--- config.mk ---
export PLATFORM = sky130hd
export DESIGN_NAME = catrom_jobq
export DESIGN_NICKNAME = d
export VERILOG_FILES = /design/src/rtl/catrom_pkg.sv /design/src/rtl/catrom_jobq.sv
export SDC_FILE = /design/constraint.sdc
export NUM_CORES = 1
export LEC_CHECK = 0
export BUFFER_PORTS_ARGS = -buffer_cell sky130_fd_sc_hd__buf_2
export CAP_MARGIN = 20
export CORE_AREA = 2 2 308 310
export DETAILED_ROUTE_END_ITERATION = 16
export DIE_AREA = 0 0 310 312
export HOLD_SLACK_MARGIN = 0.1
export PLACE_DENSITY = 0.62
export SLEW_MARGIN = 20
export SYNTH_ARGS = -nofsm -noshare
export SYNTH_HDL_FRONTEND = slang
export SYNTH_SLANG_ARGS = --single-unit
--- constraint.sdc ---
create_clock -name clk -period 36.8 [get_ports clk]
set_clock_uncertainty 0.05 [all_clocks]
set_input_delay 7.36 -clock clk [delete_from_list [all_inputs] [get_ports clk]]
set_output_delay 7.36 -clock clk [all_outputs]
set_load 0.1 [all_outputs]
--- src/rtl/catrom_pkg.sv ---
// ----------------------------------------------------------------------------
// catrom_pkg
// Types, constants and small tables shared by the polyline smoother.
// ----------------------------------------------------------------------------
package catrom_pkg;

	localparam int MAX_SUBDIVISIONS = 16;
	localparam int SUB_W            = 5;
	localparam int T_W              = 16;
	localparam int COEF_W           = 40;
	localparam int PROD_W           = COEF_W + T_W + 1;
	localparam int DIST_W           = 40;
	localparam int SUM_W            = 66;
	localparam int ROOT_W           = SUM_W / 2;
	localparam int REM_W            = ROOT_W + 2;
	localparam int CFG_IDX_W        = 2;
	localparam int JOBQ_DEPTH       = 2;

	localparam logic [CFG_IDX_W-1:0] CFG_SMOOTH = 2'd0;
	localparam logic [CFG_IDX_W-1:0] CFG_SUBDIV = 2'd1;

	localparam logic [DIST_W-1:0] DIST_MAX = '1;

	typedef struct packed {
		logic signed [31:0] point_x;
		logic signed [31:0] point_y;
		logic signed [31:0] point_z;
		logic               last_point;
	} point_t;

	typedef struct packed {
		logic signed [31:0]  vertex_x;
		logic signed [31:0]  vertex_y;
		logic signed [31:0]  vertex_z;
		logic [DIST_W-1:0]   arc_distance;
		logic                last_vertex;
	} vertex_t;

	typedef struct packed {
		logic signed [31:0] x;
		logic signed [31:0] y;
		logic signed [31:0] z;
	} xyz_t;

	typedef enum logic {
		JOB_VERTEX,
		JOB_SEGMENT
	} job_kind_t;

	typedef struct packed {
		job_kind_t         kind;
		logic              last;
		logic [SUB_W-1:0]  subdiv;
		xyz_t              p0;
		xyz_t              p1;
		xyz_t              p2;
		xyz_t              p3;
	} job_t;

	typedef struct packed {
		logic             smooth;
		logic [SUB_W-1:0] subdiv;
	} cfg_t;

	typedef enum logic {
		F_IDLE,
		F_EMIT
	} front_state_t;

	typedef enum logic [2:0] {
		B_IDLE,
		B_MUL,
		B_ADD,
		B_SQM,
		B_SQA,
		B_SQRT,
		B_OUT
	} back_state_t;

	function automatic logic [SUB_W-1:0] clamp_subdiv(logic [SUB_W-1:0] s);
		if (s == '0)
			return SUB_W'(1);
		else if (s > SUB_W'(MAX_SUBDIVISIONS))
			return SUB_W'(MAX_SUBDIVISIONS);
		else
			return s;
	endfunction

	// floor(65536 / s)
	function automatic logic [T_W:0] recip_q(logic [SUB_W-1:0] s);
		case (s)
			5'd1:    return 17'd65536;
			5'd2:    return 17'd32768;
			5'd3:    return 17'd21845;
			5'd4:    return 17'd16384;
			5'd5:    return 17'd13107;
			5'd6:    return 17'd10922;
			5'd7:    return 17'd9362;
			5'd8:    return 17'd8192;
			5'd9:    return 17'd7281;
			5'd10:   return 17'd6553;
			5'd11:   return 17'd5957;
			5'd12:   return 17'd5461;
			5'd13:   return 17'd5041;
			5'd14:   return 17'd4681;
			5'd15:   return 17'd4369;
			default: return 17'd4096;
		endcase
	endfunction

	// 65536 mod s
	function automatic logic [3:0] recip_r(logic [SUB_W-1:0] s);
		case (s)
			5'd3:    return 4'd1;
			5'd5:    return 4'd1;
			5'd6:    return 4'd4;
			5'd7:    return 4'd2;
			5'd9:    return 4'd7;
			5'd10:   return 4'd6;
			5'd11:   return 4'd9;
			5'd12:   return 4'd4;
			5'd13:   return 4'd3;
			5'd14:   return 4'd2;
			5'd15:   return 4'd1;
			default: return 4'd0;
		endcase
	endfunction

	function automatic logic signed [31:0] axis_sel(xyz_t p, logic [1:0] a);
		case (a)
			2'd0:    return p.x;
			2'd1:    return p.y;
			default: return p.z;
		endcase
	endfunction

endpackage

--- src/rtl/catrom_jobq.sv ---
// ----------------------------------------------------------------------------
// catrom_jobq
// Short job queue between the front and the back.
// ----------------------------------------------------------------------------
module catrom_jobq import catrom_pkg::*; (
	input  logic clk,
	input  logic arst_n,
	input  job_t wr_job,
	input  logic wr,
	output logic full,
	output job_t rd_job,
	input  logic rd,
	output logic empty
);

	localparam int PTR_W = $clog2(JOBQ_DEPTH);

	job_t             mem_q [JOBQ_DEPTH];
	logic [PTR_W-1:0] wr_ptr_q;
	logic [PTR_W-1:0] rd_ptr_q;
	logic [PTR_W:0]   count_q;

	assign full   = (count_q == (PTR_W+1)'(JOBQ_DEPTH));
	assign empty  = (count_q == '0);
	assign rd_job = mem_q[rd_ptr_q];

	always_ff @(posedge clk or negedge arst_n) begin
		if (!arst_n) begin
			wr_ptr_q <= '0;
			rd_ptr_q <= '0;
			count_q  <= '0;
		end else begin
			if (wr && !full)
				wr_ptr_q <= wr_ptr_q + 1'b1;
			if (rd && !empty)
				rd_ptr_q <= rd_ptr_q + 1'b1;
			if ((wr && !full) && !(rd && !empty))
				count_q <= count_q + 1'b1;
			else if (!(wr && !full) && (rd && !empty))
				count_q <= count_q - 1'b1;
		end
	end

	always_ff @(posedge clk) begin
		if (wr && !full)
			mem_q[wr_ptr_q] <= wr_job;
	end

endmodule

# Word level (Yosys, flattened, before mapping)
# Memories as Yosys holds them, arrays and structs flattened.
# Index checks and enable logic that the tools add are counted.
# totals
ff_bits	4
ramBits	782
output_inout_bits	393
wordCells	23
memories	1
# mem_list
memory	words	width	rd	rd_clocked_by_memory_dff	write_ports	line_no	source
mem_q	2	391	1	0	1	catrom_jobq.sv:18	job_t mem_q [JOBQ_DEPTH];
# classes
addsub	4
eq_ne	1
muxes	4
n_reduce_logical	10
# ops
cell	count
1-bit logical AND	4
1-bit zero test	4
2-bit two-way mux	2
1-bit adder (second input constant)	2
2-bit by 1-bit adder with 2-bit output (second input constant)	1
2-bit == test (second input constant)	1
2-bit zero test	1
1-bit two-way mux	2
2-bit nonzero test	1
2-bit by 1-bit subtractor with 2-bit output (second input constant)	1

# Depth between registers and ports, before layout
# depth
ltp_word	7
ltp_mapped	7
depth_no_buf	7

# Least setup slack after synthesis
# OpenSTA, ideal clock, no wires.
# synth_path
path_kind	input port to flip-flop
from	input wr
to	memory mem_q[0][0] (netlist bit), enable pin
setup_time_ps	1152
t_arrival_ps	23627
t_required_ps	35598
path_slack_ps	11971
path_stages	2
n_path_buf	0
cell_sequence	nand2_1 > nor2_1
# synth_between
elab_chain_cells	3
# synth_lines
item	line_no	source
start, declared	catrom_jobq.sv:9	input logic wr,
1-bit logical AND	catrom_jobq.sv:45	if (wr && !full)
1-bit two-way mux	catrom_jobq.sv:45	
1-bit two-way mux (not written as such)	catrom_jobq.sv:46	mem_q[wr_ptr_q] <= wr_job;
end, declared	catrom_jobq.sv:18	
# No other way between the ends.

==> results.md <==
- Post-CTS sizing: 0
- Finished Cell Area: 36500 µm²
- Main combinational cell family by area after synthesis: multiplexers
- # setup viols final: 0
- Routed Antenna Nets: 0
- Synthesized Nets: 1632
- Worst Path Arrival: 4.51 ns
- Clk slew on worst S/H paths: 0.06 ns
- Worst path bufs/invs: 4
- WL/cell: 21.2 µm
- Global route total overflow: 0
- Status: finished clean
- Max Cap Viol: 0
- Warnings, synthesis: 0
- CP dominant cell by count: buf_4
- Most common cell after layout, fill and taps aside: buf_2
- Commonest non-fill, non-tap cells in the layout: 787 x buf_2, 782 x edfxtp_1, 353 x mux2_2, 85 x clkbuf_16, 30 x mux2_4
- Worst skew pair latency: 0.65 ns
- Post-DP HPWL: 51700 µm
- Total track usage: 14.3%
- Via/cell ratio: 4.37
- Setup TNS: 0 ns
- Final hold viol count: 0
- Fin nets: 2479
- Pin count of the biggest net entering global routing: 83
- Clock sink total: 786
- Synth area leaders: edfxtp_1 82%, mux2_2 14%, buf_6 1.6%, mux2_4 1.6%, dfrtp_1 0.35%
- Slew Viols, Final: 0
- RSZ-0062 raised after global routing: false
- Slowest CP cell: dfrtp_4
- Post-Synth XOR/XNOR Area: 0.153%
- Starting DRC count in detailed routing: 903
- Row count: 112
- DIE AREA: 96700 µm²
- Leading area contributor after synthesis: edfxtp_1
- Post-Route WL: 72400 µm
- Average size of a mapped cell: 23.2 µm²
- Final GP Congestion: 0.822
- CTS tree: done
- Crit path required time: 29.39 ns
- Hold WC Path Type: flip-flop to flip-flop
- Post-Syn Area: 28700 µm²
- Setup Crit Path Kind: flip-flop to primary output
- Initial Util: 30.8%
- Share of layout cells above drive strength 1: 60.8%
- Netlist cell types: 17
- H-tree depth: 3
- Drt pass-1 iters: 5
- Synth Area in Compound Gates: 0.0175%
- Crit. End Element: primary output
- Startpoint Class: flip-flop
- Simple-gate share of the synthesized area: 0.0960%
- CP cell instances: buf_6 -> buf_4 -> buf_4 -> mux2_2 -> buf_2
- Synth Area in Adders: 0.0436%
- Share of the synthesized area in the top cell type: 81.9%
- Vias in the first global route: 16039
- Post-DP Area: 33800 µm²
- Crit share post-route: 32.4%
- Postcts setup bufs: 0
- Via count: 14959
- Delay-heaviest family, CP: buffers and inverters
- Max stage delay on crit path: 0.78 ns
- Area Overhead vs Synth: 27.4%
- Die Y-Extent: 312 µm
- Peak Freq: 83.9 MHz
- Cells after Synth: 1236
- Min Tclk post-route: 11.92 ns
- Worst-Margin Slew: 1.00 ns
- Fillers: 8588
- Buffers on Ports: 787
- Crit-path max FO: 82
- Chip width: 310 µm
- Core outline area: 93000 µm²
- Drc violations: 0
- Multiplexer share of the synthesized area: 15.7%
- Sequential share of the synthesized area: 82.2%
- CTS Buffer Depth: 3
- FF+latch count, synth: 786
- Post-CTS Hold Buffers: 0
- CTS Buf Count: 84
- Clock Tree Root: clkbuf_16
- Slew HR: 33.1%
- Initial antenna violation count: 30
- Global-route wire length before repair: 102000 µm
- # IOs: 788
## routing by layer
metal / GRT usage (%) / vias to the layer above / part of all wire (%)
met5: 0 / - / 0.094
met4: 7.61 / 12 / 3.5
met3: 4.89 / 147 / 8.2
met2: 25.4 / 572 / 53
met1: 14.8 / 7542 / 35
li1: - / 6686 / -
## area by class of cell
type	count	area (µm²)	share of cell area [%]
antenna	22	55.1	0.151
sequential	786	23600	64.5
clock inverter	48	418	1.14
tap	1254	1570	4.29
timing repair buffer	805	4090	11.2
multi-input combinational	404	4620	12.6
clock buffer	103	2190	6.01
inverter	2	7.51	0.0205
## synth_stat cells (all sizes together)
cell and count:
nand2b 1, mux2 391, xnor2 3, dfrtp 4, xor2 2, o21ai 1
ha 1, and3 1, nand2 1, edfxtp 782, nor2 3, buf 44
inv 2
## worst reg2reg max path: cells and delay by family, from the launching register on
family        cells  cell delay (ns)
flops             1             0.43
buf+inv           3             2.56
simple gates      3             1.08
## metrics by stage
step	util (%)	cells	hold slack [ns]	worst slack, ns
3_3_place_gp	36.4	3250	0.450	24.98
3_5_place_dp	36.4	3250	0.476	24.80
6_report	39.3	3424	0.485	24.88
4_1_cts	39.2	3401	0.493	24.06
5_1_grt	39.3	3423	0.524	24.61
2_1_floorplan	-	1236	0.410	11.97
## sequential cells by signal (all words and copies together) (netlist names)
name	cells
mem_q	782
count_q	2
rd_ptr_q	1
wr_ptr_q	1
## cells by family after synthesis
| group | Yosys count |
|---|---|
| multiplexers | 391 |
| adder cells (fa/ha/maj) | 1 |
| AND/OR/NAND/NOR | 6 |
| buffers and inverters | 46 |
| flip-flops | 786 |
| XOR/XNOR | 5 |
| AO/OA/AOI/OAI | 1 |
## worst paths after layout
path	startpoint	endpoint	cells after the start	slack [ns]
max reg2reg	count_q[0]	mem_q[0][256]	6	32.27
min in group asynchronous	arst_n	count_q[1]	1	6.47
max in group asynchronous	arst_n	rd_ptr_q	1	30.07
max	rd_ptr_q	rd_job[257]	5	24.88
min	count_q[1]	count_q[1]	1	0.48
min reg2reg	count_q[1]	count_q[1]	1	0.48
Power is not shown: default switching activity piles up to over one toggle a cycle in this logic, so the estimate is an artifact.
