--- src/rtl/catrom_pkg.sv ---
// ----------------------------------------------------------------------------
// catrom_pkg
// Types, constants and small tables shared by the polyline smoother.
// ----------------------------------------------------------------------------
package catrom_pkg;

	localparam int MAX_SUBDIVISIONS = 16;
	localparam int SUB_W            = 5;
	localparam int T_W              = 16;
	localparam int COEF_W           = 40;
	localparam int PROD_W           = COEF_W + T_W + 1;
	localparam int DIST_W           = 40;
	localparam int SUM_W            = 66;
	localparam int ROOT_W           = SUM_W / 2;
	localparam int REM_W            = ROOT_W + 2;
	localparam int CFG_IDX_W        = 2;
	localparam int JOBQ_DEPTH       = 2;

	localparam logic [CFG_IDX_W-1:0] CFG_SMOOTH = 2'd0;
	localparam logic [CFG_IDX_W-1:0] CFG_SUBDIV = 2'd1;

	localparam logic [DIST_W-1:0] DIST_MAX = '1;

	typedef struct packed {
		logic signed [31:0] point_x;
		logic signed [31:0] point_y;
		logic signed [31:0] point_z;
		logic               last_point;
	} point_t;

	typedef struct packed {
		logic signed [31:0]  vertex_x;
		logic signed [31:0]  vertex_y;
		logic signed [31:0]  vertex_z;
		logic [DIST_W-1:0]   arc_distance;
		logic                last_vertex;
	} vertex_t;

	typedef struct packed {
		logic signed [31:0] x;
		logic signed [31:0] y;
		logic signed [31:0] z;
	} xyz_t;

	typedef enum logic {
		JOB_VERTEX,
		JOB_SEGMENT
	} job_kind_t;

	typedef struct packed {
		job_kind_t         kind;
		logic              last;
		logic [SUB_W-1:0]  subdiv;
		xyz_t              p0;
		xyz_t              p1;
		xyz_t              p2;
		xyz_t              p3;
	} job_t;

	typedef struct packed {
		logic             smooth;
		logic [SUB_W-1:0] subdiv;
	} cfg_t;

	typedef enum logic {
		F_IDLE,
		F_EMIT
	} front_state_t;

	typedef enum logic [2:0] {
		B_IDLE,
		B_MUL,
		B_ADD,
		B_SQM,
		B_SQA,
		B_SQRT,
		B_OUT
	} back_state_t;

	function automatic logic [SUB_W-1:0] clamp_subdiv(logic [SUB_W-1:0] s);
		if (s == '0)
			return SUB_W'(1);
		else if (s > SUB_W'(MAX_SUBDIVISIONS))
			return SUB_W'(MAX_SUBDIVISIONS);
		else
			return s;
	endfunction

	// floor(65536 / s)
	function automatic logic [T_W:0] recip_q(logic [SUB_W-1:0] s);
		case (s)
			5'd1:    return 17'd65536;
			5'd2:    return 17'd32768;
			5'd3:    return 17'd21845;
			5'd4:    return 17'd16384;
			5'd5:    return 17'd13107;
			5'd6:    return 17'd10922;
			5'd7:    return 17'd9362;
			5'd8:    return 17'd8192;
			5'd9:    return 17'd7281;
			5'd10:   return 17'd6553;
			5'd11:   return 17'd5957;
			5'd12:   return 17'd5461;
			5'd13:   return 17'd5041;
			5'd14:   return 17'd4681;
			5'd15:   return 17'd4369;
			default: return 17'd4096;
		endcase
	endfunction

	// 65536 mod s
	function automatic logic [3:0] recip_r(logic [SUB_W-1:0] s);
		case (s)
			5'd3:    return 4'd1;
			5'd5:    return 4'd1;
			5'd6:    return 4'd4;
			5'd7:    return 4'd2;
			5'd9:    return 4'd7;
			5'd10:   return 4'd6;
			5'd11:   return 4'd9;
			5'd12:   return 4'd4;
			5'd13:   return 4'd3;
			5'd14:   return 4'd2;
			5'd15:   return 4'd1;
			default: return 4'd0;
		endcase
	endfunction

	function automatic logic signed [31:0] axis_sel(xyz_t p, logic [1:0] a);
		case (a)
			2'd0:    return p.x;
			2'd1:    return p.y;
			default: return p.z;
		endcase
	endfunction

endpackage

--- src/rtl/catrom_front.sv ---
// ----------------------------------------------------------------------------
// catrom_front
// Accepts control points, tracks the line and issues vertex/segment jobs.
// ----------------------------------------------------------------------------
module catrom_front import catrom_pkg::*; (
	input  logic   clk,
	input  logic   arst_n,
	input  point_t point,
	input  logic   push,
	output logic   full,
	input  cfg_t   cfg,
	output job_t   job,
	output logic   job_push,
	input  logic   job_full
);

	front_state_t state_q, state_d;
	logic [1:0]   k_q;
	point_t       item_q;
	xyz_t         recent_q [3];
	logic [1:0]   seen_q;
	logic         smooth_q;

	point_t     cur;
	xyz_t       cx;
	logic       sm;
	logic [1:0] n;
	logic [1:0] k;
	logic       accept;
	logic       commit;

	assign full   = (state_q != F_IDLE);
	assign accept = push && !full;
	assign cur    = (state_q == F_IDLE) ? point : item_q;
	assign cx     = '{x: cur.point_x, y: cur.point_y, z: cur.point_z};
	assign sm     = (seen_q == 2'd0) ? cfg.smooth : smooth_q;
	assign k      = (state_q == F_IDLE) ? 2'd0 : k_q;

	always_comb begin
		n          = 2'd0;
		job.kind   = JOB_VERTEX;
		job.last   = 1'b0;
		job.subdiv = clamp_subdiv(cfg.subdiv);
		job.p0     = cx;
		job.p1     = cx;
		job.p2     = cx;
		job.p3     = cx;
		if (!sm) begin
			n        = 2'd1;
			job.last = cur.last_point;
		end else if (seen_q == 2'd1 && cur.last_point) begin
			n = 2'd2;
			if (k == 2'd0) begin
				job.p1 = recent_q[0];
			end else begin
				job.last = 1'b1;
			end
		end else if (seen_q == 2'd0 && cur.last_point) begin
			n        = 2'd1;
			job.last = 1'b1;
		end else if (seen_q >= 2'd2) begin
			n = cur.last_point ? 2'd3 : 2'd1;
			case (k)
				2'd0: begin
					job.kind = JOB_SEGMENT;
					job.p0   = (seen_q == 2'd2) ? recent_q[1] : recent_q[2];
					job.p1   = recent_q[1];
					job.p2   = recent_q[0];
				end
				2'd1: begin
					job.kind = JOB_SEGMENT;
					job.p0   = recent_q[1];
					job.p1   = recent_q[0];
				end
				default: begin
					job.last = 1'b1;
				end
			endcase
		end
	end

	assign job_push = (state_q == F_EMIT) && !job_full;
	assign commit   = (accept && n == 2'd0) || (job_push && k_q == n - 2'd1);

	always_comb begin
		state_d = state_q;
		case (state_q)
			F_IDLE: begin
				if (accept && n != 2'd0)
					state_d = F_EMIT;
			end
			F_EMIT: begin
				if (commit)
					state_d = F_IDLE;
			end
			default: state_d = F_IDLE;
		endcase
	end

	always_ff @(posedge clk or negedge arst_n) begin
		if (!arst_n) begin
			state_q  <= F_IDLE;
			k_q      <= 2'd0;
			seen_q   <= 2'd0;
			smooth_q <= 1'b0;
			for (int i = 0; i < 3; i++)
				recent_q[i] <= '0;
		end else begin
			state_q <= state_d;
			if (accept)
				k_q <= 2'd0;
			else if (job_push)
				k_q <= k_q + 2'd1;
			if (commit) begin
				if (cur.last_point) begin
					seen_q   <= 2'd0;
					smooth_q <= 1'b0;
					for (int i = 0; i < 3; i++)
						recent_q[i] <= '0;
				end else begin
					if (seen_q == 2'd0)
						smooth_q <= cfg.smooth;
					if (seen_q != 2'd3)
						seen_q <= seen_q + 2'd1;
					recent_q[2] <= recent_q[1];
					recent_q[1] <= recent_q[0];
					recent_q[0] <= cx;
				end
			end
		end
	end

	always_ff @(posedge clk) begin
		if (accept)
			item_q <= point;
	end

endmodule

--- config.mk ---
export PLATFORM = sky130hd
export DESIGN_NAME = catrom_front
export DESIGN_NICKNAME = d
export VERILOG_FILES = /design/src/rtl/catrom_pkg.sv /design/src/rtl/catrom_front.sv
export SDC_FILE = /design/constraint.sdc
export NUM_CORES = 1
export LEC_CHECK = 0
export ABC_AREA = 0
export BUFFER_PORTS_ARGS = -buffer_cell sky130_fd_sc_hd__buf_4
export CAP_MARGIN = 40
export CORE_MARGIN = 2
export CORE_UTILIZATION = 35
export DETAILED_ROUTE_END_ITERATION = 7
export HOLD_SLACK_MARGIN = 0.02
export PLACE_DENSITY = 0.63
export SLEW_MARGIN = 40
export SYNTH_ARGS = -nofsm -noshare
export SYNTH_HDL_FRONTEND = slang
export SYNTH_SLANG_ARGS = --single-unit
--- constraint.sdc ---
create_clock -name clk -period 7.8 [get_ports clk]
set_input_delay 0.39 -clock clk [delete_from_list [all_inputs] [get_ports clk]]
set_output_delay 0.39 -clock clk [all_outputs]
set_load 0.1 [all_outputs]
==> Word level (Yosys, flattened, before mapping) <==
Index checks and enable logic that the tools add are counted.
{ "op_classes": {"addsub": 3, "order_cmp": 2, "eq_ne": 5, "muxes": 38, "n_bitwise": 1, "reduce_logical": 19} }
{ "ops": {"columns": ["op", "count"], "rows": [
  ["two-way mux 288 bit", 4],
  ["two-way mux 96 bit", 5],
  ["case mux 192 bit (2 select lines)", 1],
  ["two-way mux 97 bit", 1],
  ["two-way mux 2 bit", 11],
  ["two-way mux 1 bit", 13],
  ["two-way mux 5 bit", 2],
  ["logical AND 1 bit", 7],
  ["zero test 2 bit", 3],
  ["nonzero test 2 bit", 3],
  ["> comparator 5 bit (second input constant)", 1],
  ["zero test 5 bit", 1],
  ["adder 2 x 1 -> 2 bit (second input constant)", 2],
  ["equality test 2 x 1 -> 1 bit (second input constant)", 2],
  ["equality test 2 bit", 1],
  ["equality test 2 bit (second input constant)", 1],
  [">= comparator 2 bit (second input constant)", 1],
  ["zero test 1 bit", 2],
  ["!= test 2 bit (second input constant)", 1],
  ["case mux 1 bit (2 select lines)", 1],
  ["AND reduction 2 bit", 1],
  ["OR reduction 2 bit", 1],
  ["subtractor 2 x 1 -> 2 bit (second input constant)", 1],
  ["logical OR 1 bit", 1],
  ["inverter 1 bit", 1]
]} }
{ "totals": {"register_bits": 391, "in_bits": 107, "elab_cells": 85} }

==> Logic depth before layout (Yosys ltp) <==
{ "logic_depth": {"ltp_word": 12, "depth_mapped": 14} }

==> Least setup slack after synthesis <==
No wires, ideal clock.
{ "synth_path": {"path_kind": "register -> register", "startpoint": "reg state_q, in the netlist full", "endpoint": "reg recent_q[100] (netlist bit)", "setup_time_ns": 0.121, "arrival_time_ns": 6.709, "required_time_ns": 7.679, "setup_slack_ns": 0.970, "path_stages_with_launch": 9, "n_path_buf": 4, "path_cell_list": "dfrtp_1 > buf_6 > nor2b_1 > and2_1 > a21oi_2 > buf_2 > buf_4 > buf_2 > a22o_1"} }
{ "synth_between": {"elab_cells_between_ends": 18, "classes_between": "add/sub: 1; eq/ne: 1; mux: 7; reduce/logical: 9"} }
{ "synth_rtl": {"columns": ["element", "line_no", "text"], "rows": [
  ["start: declaration", "catrom_front.sv:17", "front_state_t state_q, state_d;"],
  ["start signal: assignment", "catrom_front.sv:109", "state_q <= state_d;"],
  ["zero test 1 bit", "catrom_front.sv:33", "assign accept = push && !full;"],
  ["logical AND 1 bit", "catrom_front.sv:33", null],
  ["named net accept", "catrom_front.sv:29", "logic accept;"],
  ["logical AND 1 bit", "catrom_front.sv:83", "assign commit = (accept && n == 2'd0) || (job_push && k_q == n - 2'd1);"],
  ["logical OR 1 bit", "catrom_front.sv:83", null],
  ["end: declaration", "catrom_front.sv:20", "xyz_t recent_q [3];"]
]} }
The timed path passes the listed nets, and every way through them passes these cells.
A chain may end at the register's enable or synchronous reset.

==> metrics <==
category of the worst setup path capture point primary output; last weighted congestion value of the routability-driven placer 0.8909; r2r worst-path depth 10; number of buffers created by CTS 48; largest fanout of any net on the critical path 51; number of max-cap violations 0; DR vias between 15,000 and 20,000; number of top-level pins 500; initial antenna violation count 0; Worst Setup Path Type register to primary output; antenna viol nets, final 0; number of synthesized register bits 391; Yosys top cell area share between 30 and 40%; count of fill cells added during filler insertion between 5,000 and 6,000; instance count of the mapped netlist 1,848; detailed placer's ending HPWL around 44 mm; status finished clean; leading cell type in the layout, fill and taps excluded sky130_fd_sc_hd__buf_4; setup clock skew after layout 0.01265 ns; Skew-Pair Late Insertion Delay 0.57 ns; area of the multi-input gates ~9000 um^2; final routed DRC violation total 0; clock tree from TritonCTS built; clock buffer depth 3; Arrival @ worst endpoint between 4 and 5 ns; transition time of the tightest slew-check pin between 0.8 and 0.9 ns; effective utilization at floorplan about a third; worst flop-to-flop path endpoint recent_q[141]; terminating pin of the worst hold path k_q[1]; Critical-path top delay cell sky130_fd_sc_hd__dfrtp_4; Setup crit start kind register; worst reg2reg startpoint full; syn_area_per_cell 10.98 um^2; crit path cell chain buf_6, and3b_4, a21o_4, buf_4, a22oi_1, mux2i_1, buf_4; core region area 57,480 um^2; antenna fix cells 0; Top Family by Delay on Critical Path buffers and inverters; detailed-router iteration count before antenna repair 6; GR Util All Layers 23.23%; master cell of the clock root buffer sky130_fd_sc_hd__clkbuf_16; delay of the slowest critical-path stage 0.83 ns; max-slew violation total from the final report 0; Worst Path Buf+Inv 3; hold crit path type input port to register; maximum frequency from static timing analysis between 150 and 200 MHz; setup repair after global routing missed its margin no; via count normalized by instance count a little under 6; most frequent cell on the critical path sky130_fd_sc_hd__buf_4; number of global-route vias before repair 18,220; die extent in x about 240 um; final setup slack of the worst path 2.485 ns; area grow syn2layout 33.55%; grt total ovfl 0; first-pass GRT wire length between 100 and 150 mm; largest net degree at the start of global routing 150; top library cells by usage in the layout, fill and taps aside sky130_fd_sc_hd__buf_4, sky130_fd_sc_hd__dfrtp_1, sky130_fd_sc_hd__a22o_1; post-synthesis cell type count 50; number of port buffers 499; area taken by flip-flops and latches 10,270 um^2; Hold Path Stages 3; maximum level of the CTS H-tree 2; EDFF count, synth 97; setup slack after placement 3.181 ns; biggest area consumer among synthesized cells sky130_fd_sc_hd__dfrtp_1; synth warn 0; Std-Cell Rows slightly below 90; largest cells by area after synthesis sky130_fd_sc_hd__dfrtp_1, sky130_fd_sc_hd__edfxtp_1, sky130_fd_sc_hd__a22o_1, sky130_fd_sc_hd__mux2i_1, sky130_fd_sc_hd__a22oi_1; clock transition at the register clock pins on the worst setup and hold paths after CTS 0.06 ns; clock sink total 391; final hold vios 0; Slew Limit Headroom just over 40%; worst path required time 7.41 ns; Routed Wire Length 72.34 mm; Syn Nets 1,960; cell area after technology mapping 20,290 um^2; final number of setup-violating endpoints 0; floorplan die area 59,930 um^2; starting DRC count in detailed routing 1,579; primary flip-flop cell chosen by synthesis mapping sky130_fd_sc_hd__dfrtp_1; number of nets in the layout 2,448; sum of negative setup slack 0 ns; launch instance of the worst min-delay path push; CP Launch Point full; internal reg-to-reg setup slack 3.20 ns; share of flip-flops with an asynchronous set or reset 75.19%; Die Span Y 244.8 um; wire length per cell 23.05 um; post-layout minimum cycle time between 5 and 6 ns; post-route fraction of the period consumed by the critical path around two thirds; fraction of layout cells with a size suffix above 1 26.21%; register area share after synthesis roughly half
cell families (layout without fill, tap and decap cells):
kind of cell / Yosys count / count (layout) / synth area share (%)
AOI/OAI and AO/OA: 728 / 728 / 27.84
DFF: 391 / 391 / 50.60
buffers and inverters: 289 / 814 / 6.665
and+or+nand+nor: 235 / 235 / 4.655
muxes: 198 / 198 / 9.846
adders and majority gates: 5 / 5 / 0.3083
xor gates and xnor gates: 2 / 2 / 0.08633
how the worst max path moves through the flow:
| stage | depth (start not counted) | slack (ns) | to |
|---|---|---|---|
| 2_1_floorplan | 8 | 0.97 | recent_q[100] |
| 3_3_place_gp | 8 | 2.82 | job[216] |
| 3_5_place_dp | 7 | 3.18 | job[329] |
| 4_1_cts | 7 | 2.51 | job[329] |
| 5_1_grt | 7 | 2.31 | job[353] |
| 6_report | 7 | 2.48 | job[342] |
worst min-delay path: stages:
cell and delay (ns):
sky130_fd_sc_hd__buf_4 0.09, sky130_fd_sc_hd__nor2_1 0.03, sky130_fd_sc_hd__a22o_1 0.17
layout make-up:
type	instances	share of cell area [%]
sequential	391	37.91
tap	765	3.532
multi-input combinational	1168	32.45
clock inverter	24	0.7525
inverter	101	1.399
clock buffer	63	4.903
timing repair buffer	626	19.06
what timing repair did:
| item | 4_1_cts | 5_1_grt |
|---|---|---|
| resized for setup | 0 | 0 |
| endpoints found under the hold margin | 173 | 0 |
| hold buffers | 98 | 0 |
| buffers inserted | 0 | 0 |
Yosys cell counts, drive strengths merged, types with 3 or more instances:
cell type,instances
mux2i,194
nor2b,6
edfxtp,97
o21ai,11
a22oi,190
nand2b,3
buf,91
ha,5
a21oi,112
mux2,4
a21o,3
o22ai,12
nor2,115
nand2,96
clkbuf,97
and2,3
nand3,3
dfrtp,294
a22o,292
o221ai,84
inv,101
o22a,11
registers in the layout (all words and copies together), names as in the netlist:
| register | flops |
|---|---|
| full | 1 |
| seen_q | 2 |
| k_q | 2 |
| smooth_q | 1 |
| recent_q | 288 |
| item_q | 97 |
metrics by stage:
stage	util, %	instance area [um^2]	hold WS (ns)	cells
floorplan	-	20290	0.09441	1848
global placement	42.44	24390	0.4085	2946
detailed placement	42.71	24550	0.4201	2952
CTS	47.09	27060	0.1077	3137
global route	47.16	27100	0.1235	3138
finish	47.16	27100	0.1592	3138
routing by layer:
metal  share of wire, %  global-route usage [%]  vias to the layer above
met3                7.6                   4.166                      135
met5                  0                       0                        -
met2                 46                   36.00                      907
li1                   -                       -                     8081
met4                3.0                   8.357                        0
met1                 43                   32.52                     9230
Power is left out: the tool's default activity adds up to more than one toggle a clock period on the data nets, which glitch-free logic cannot reach.
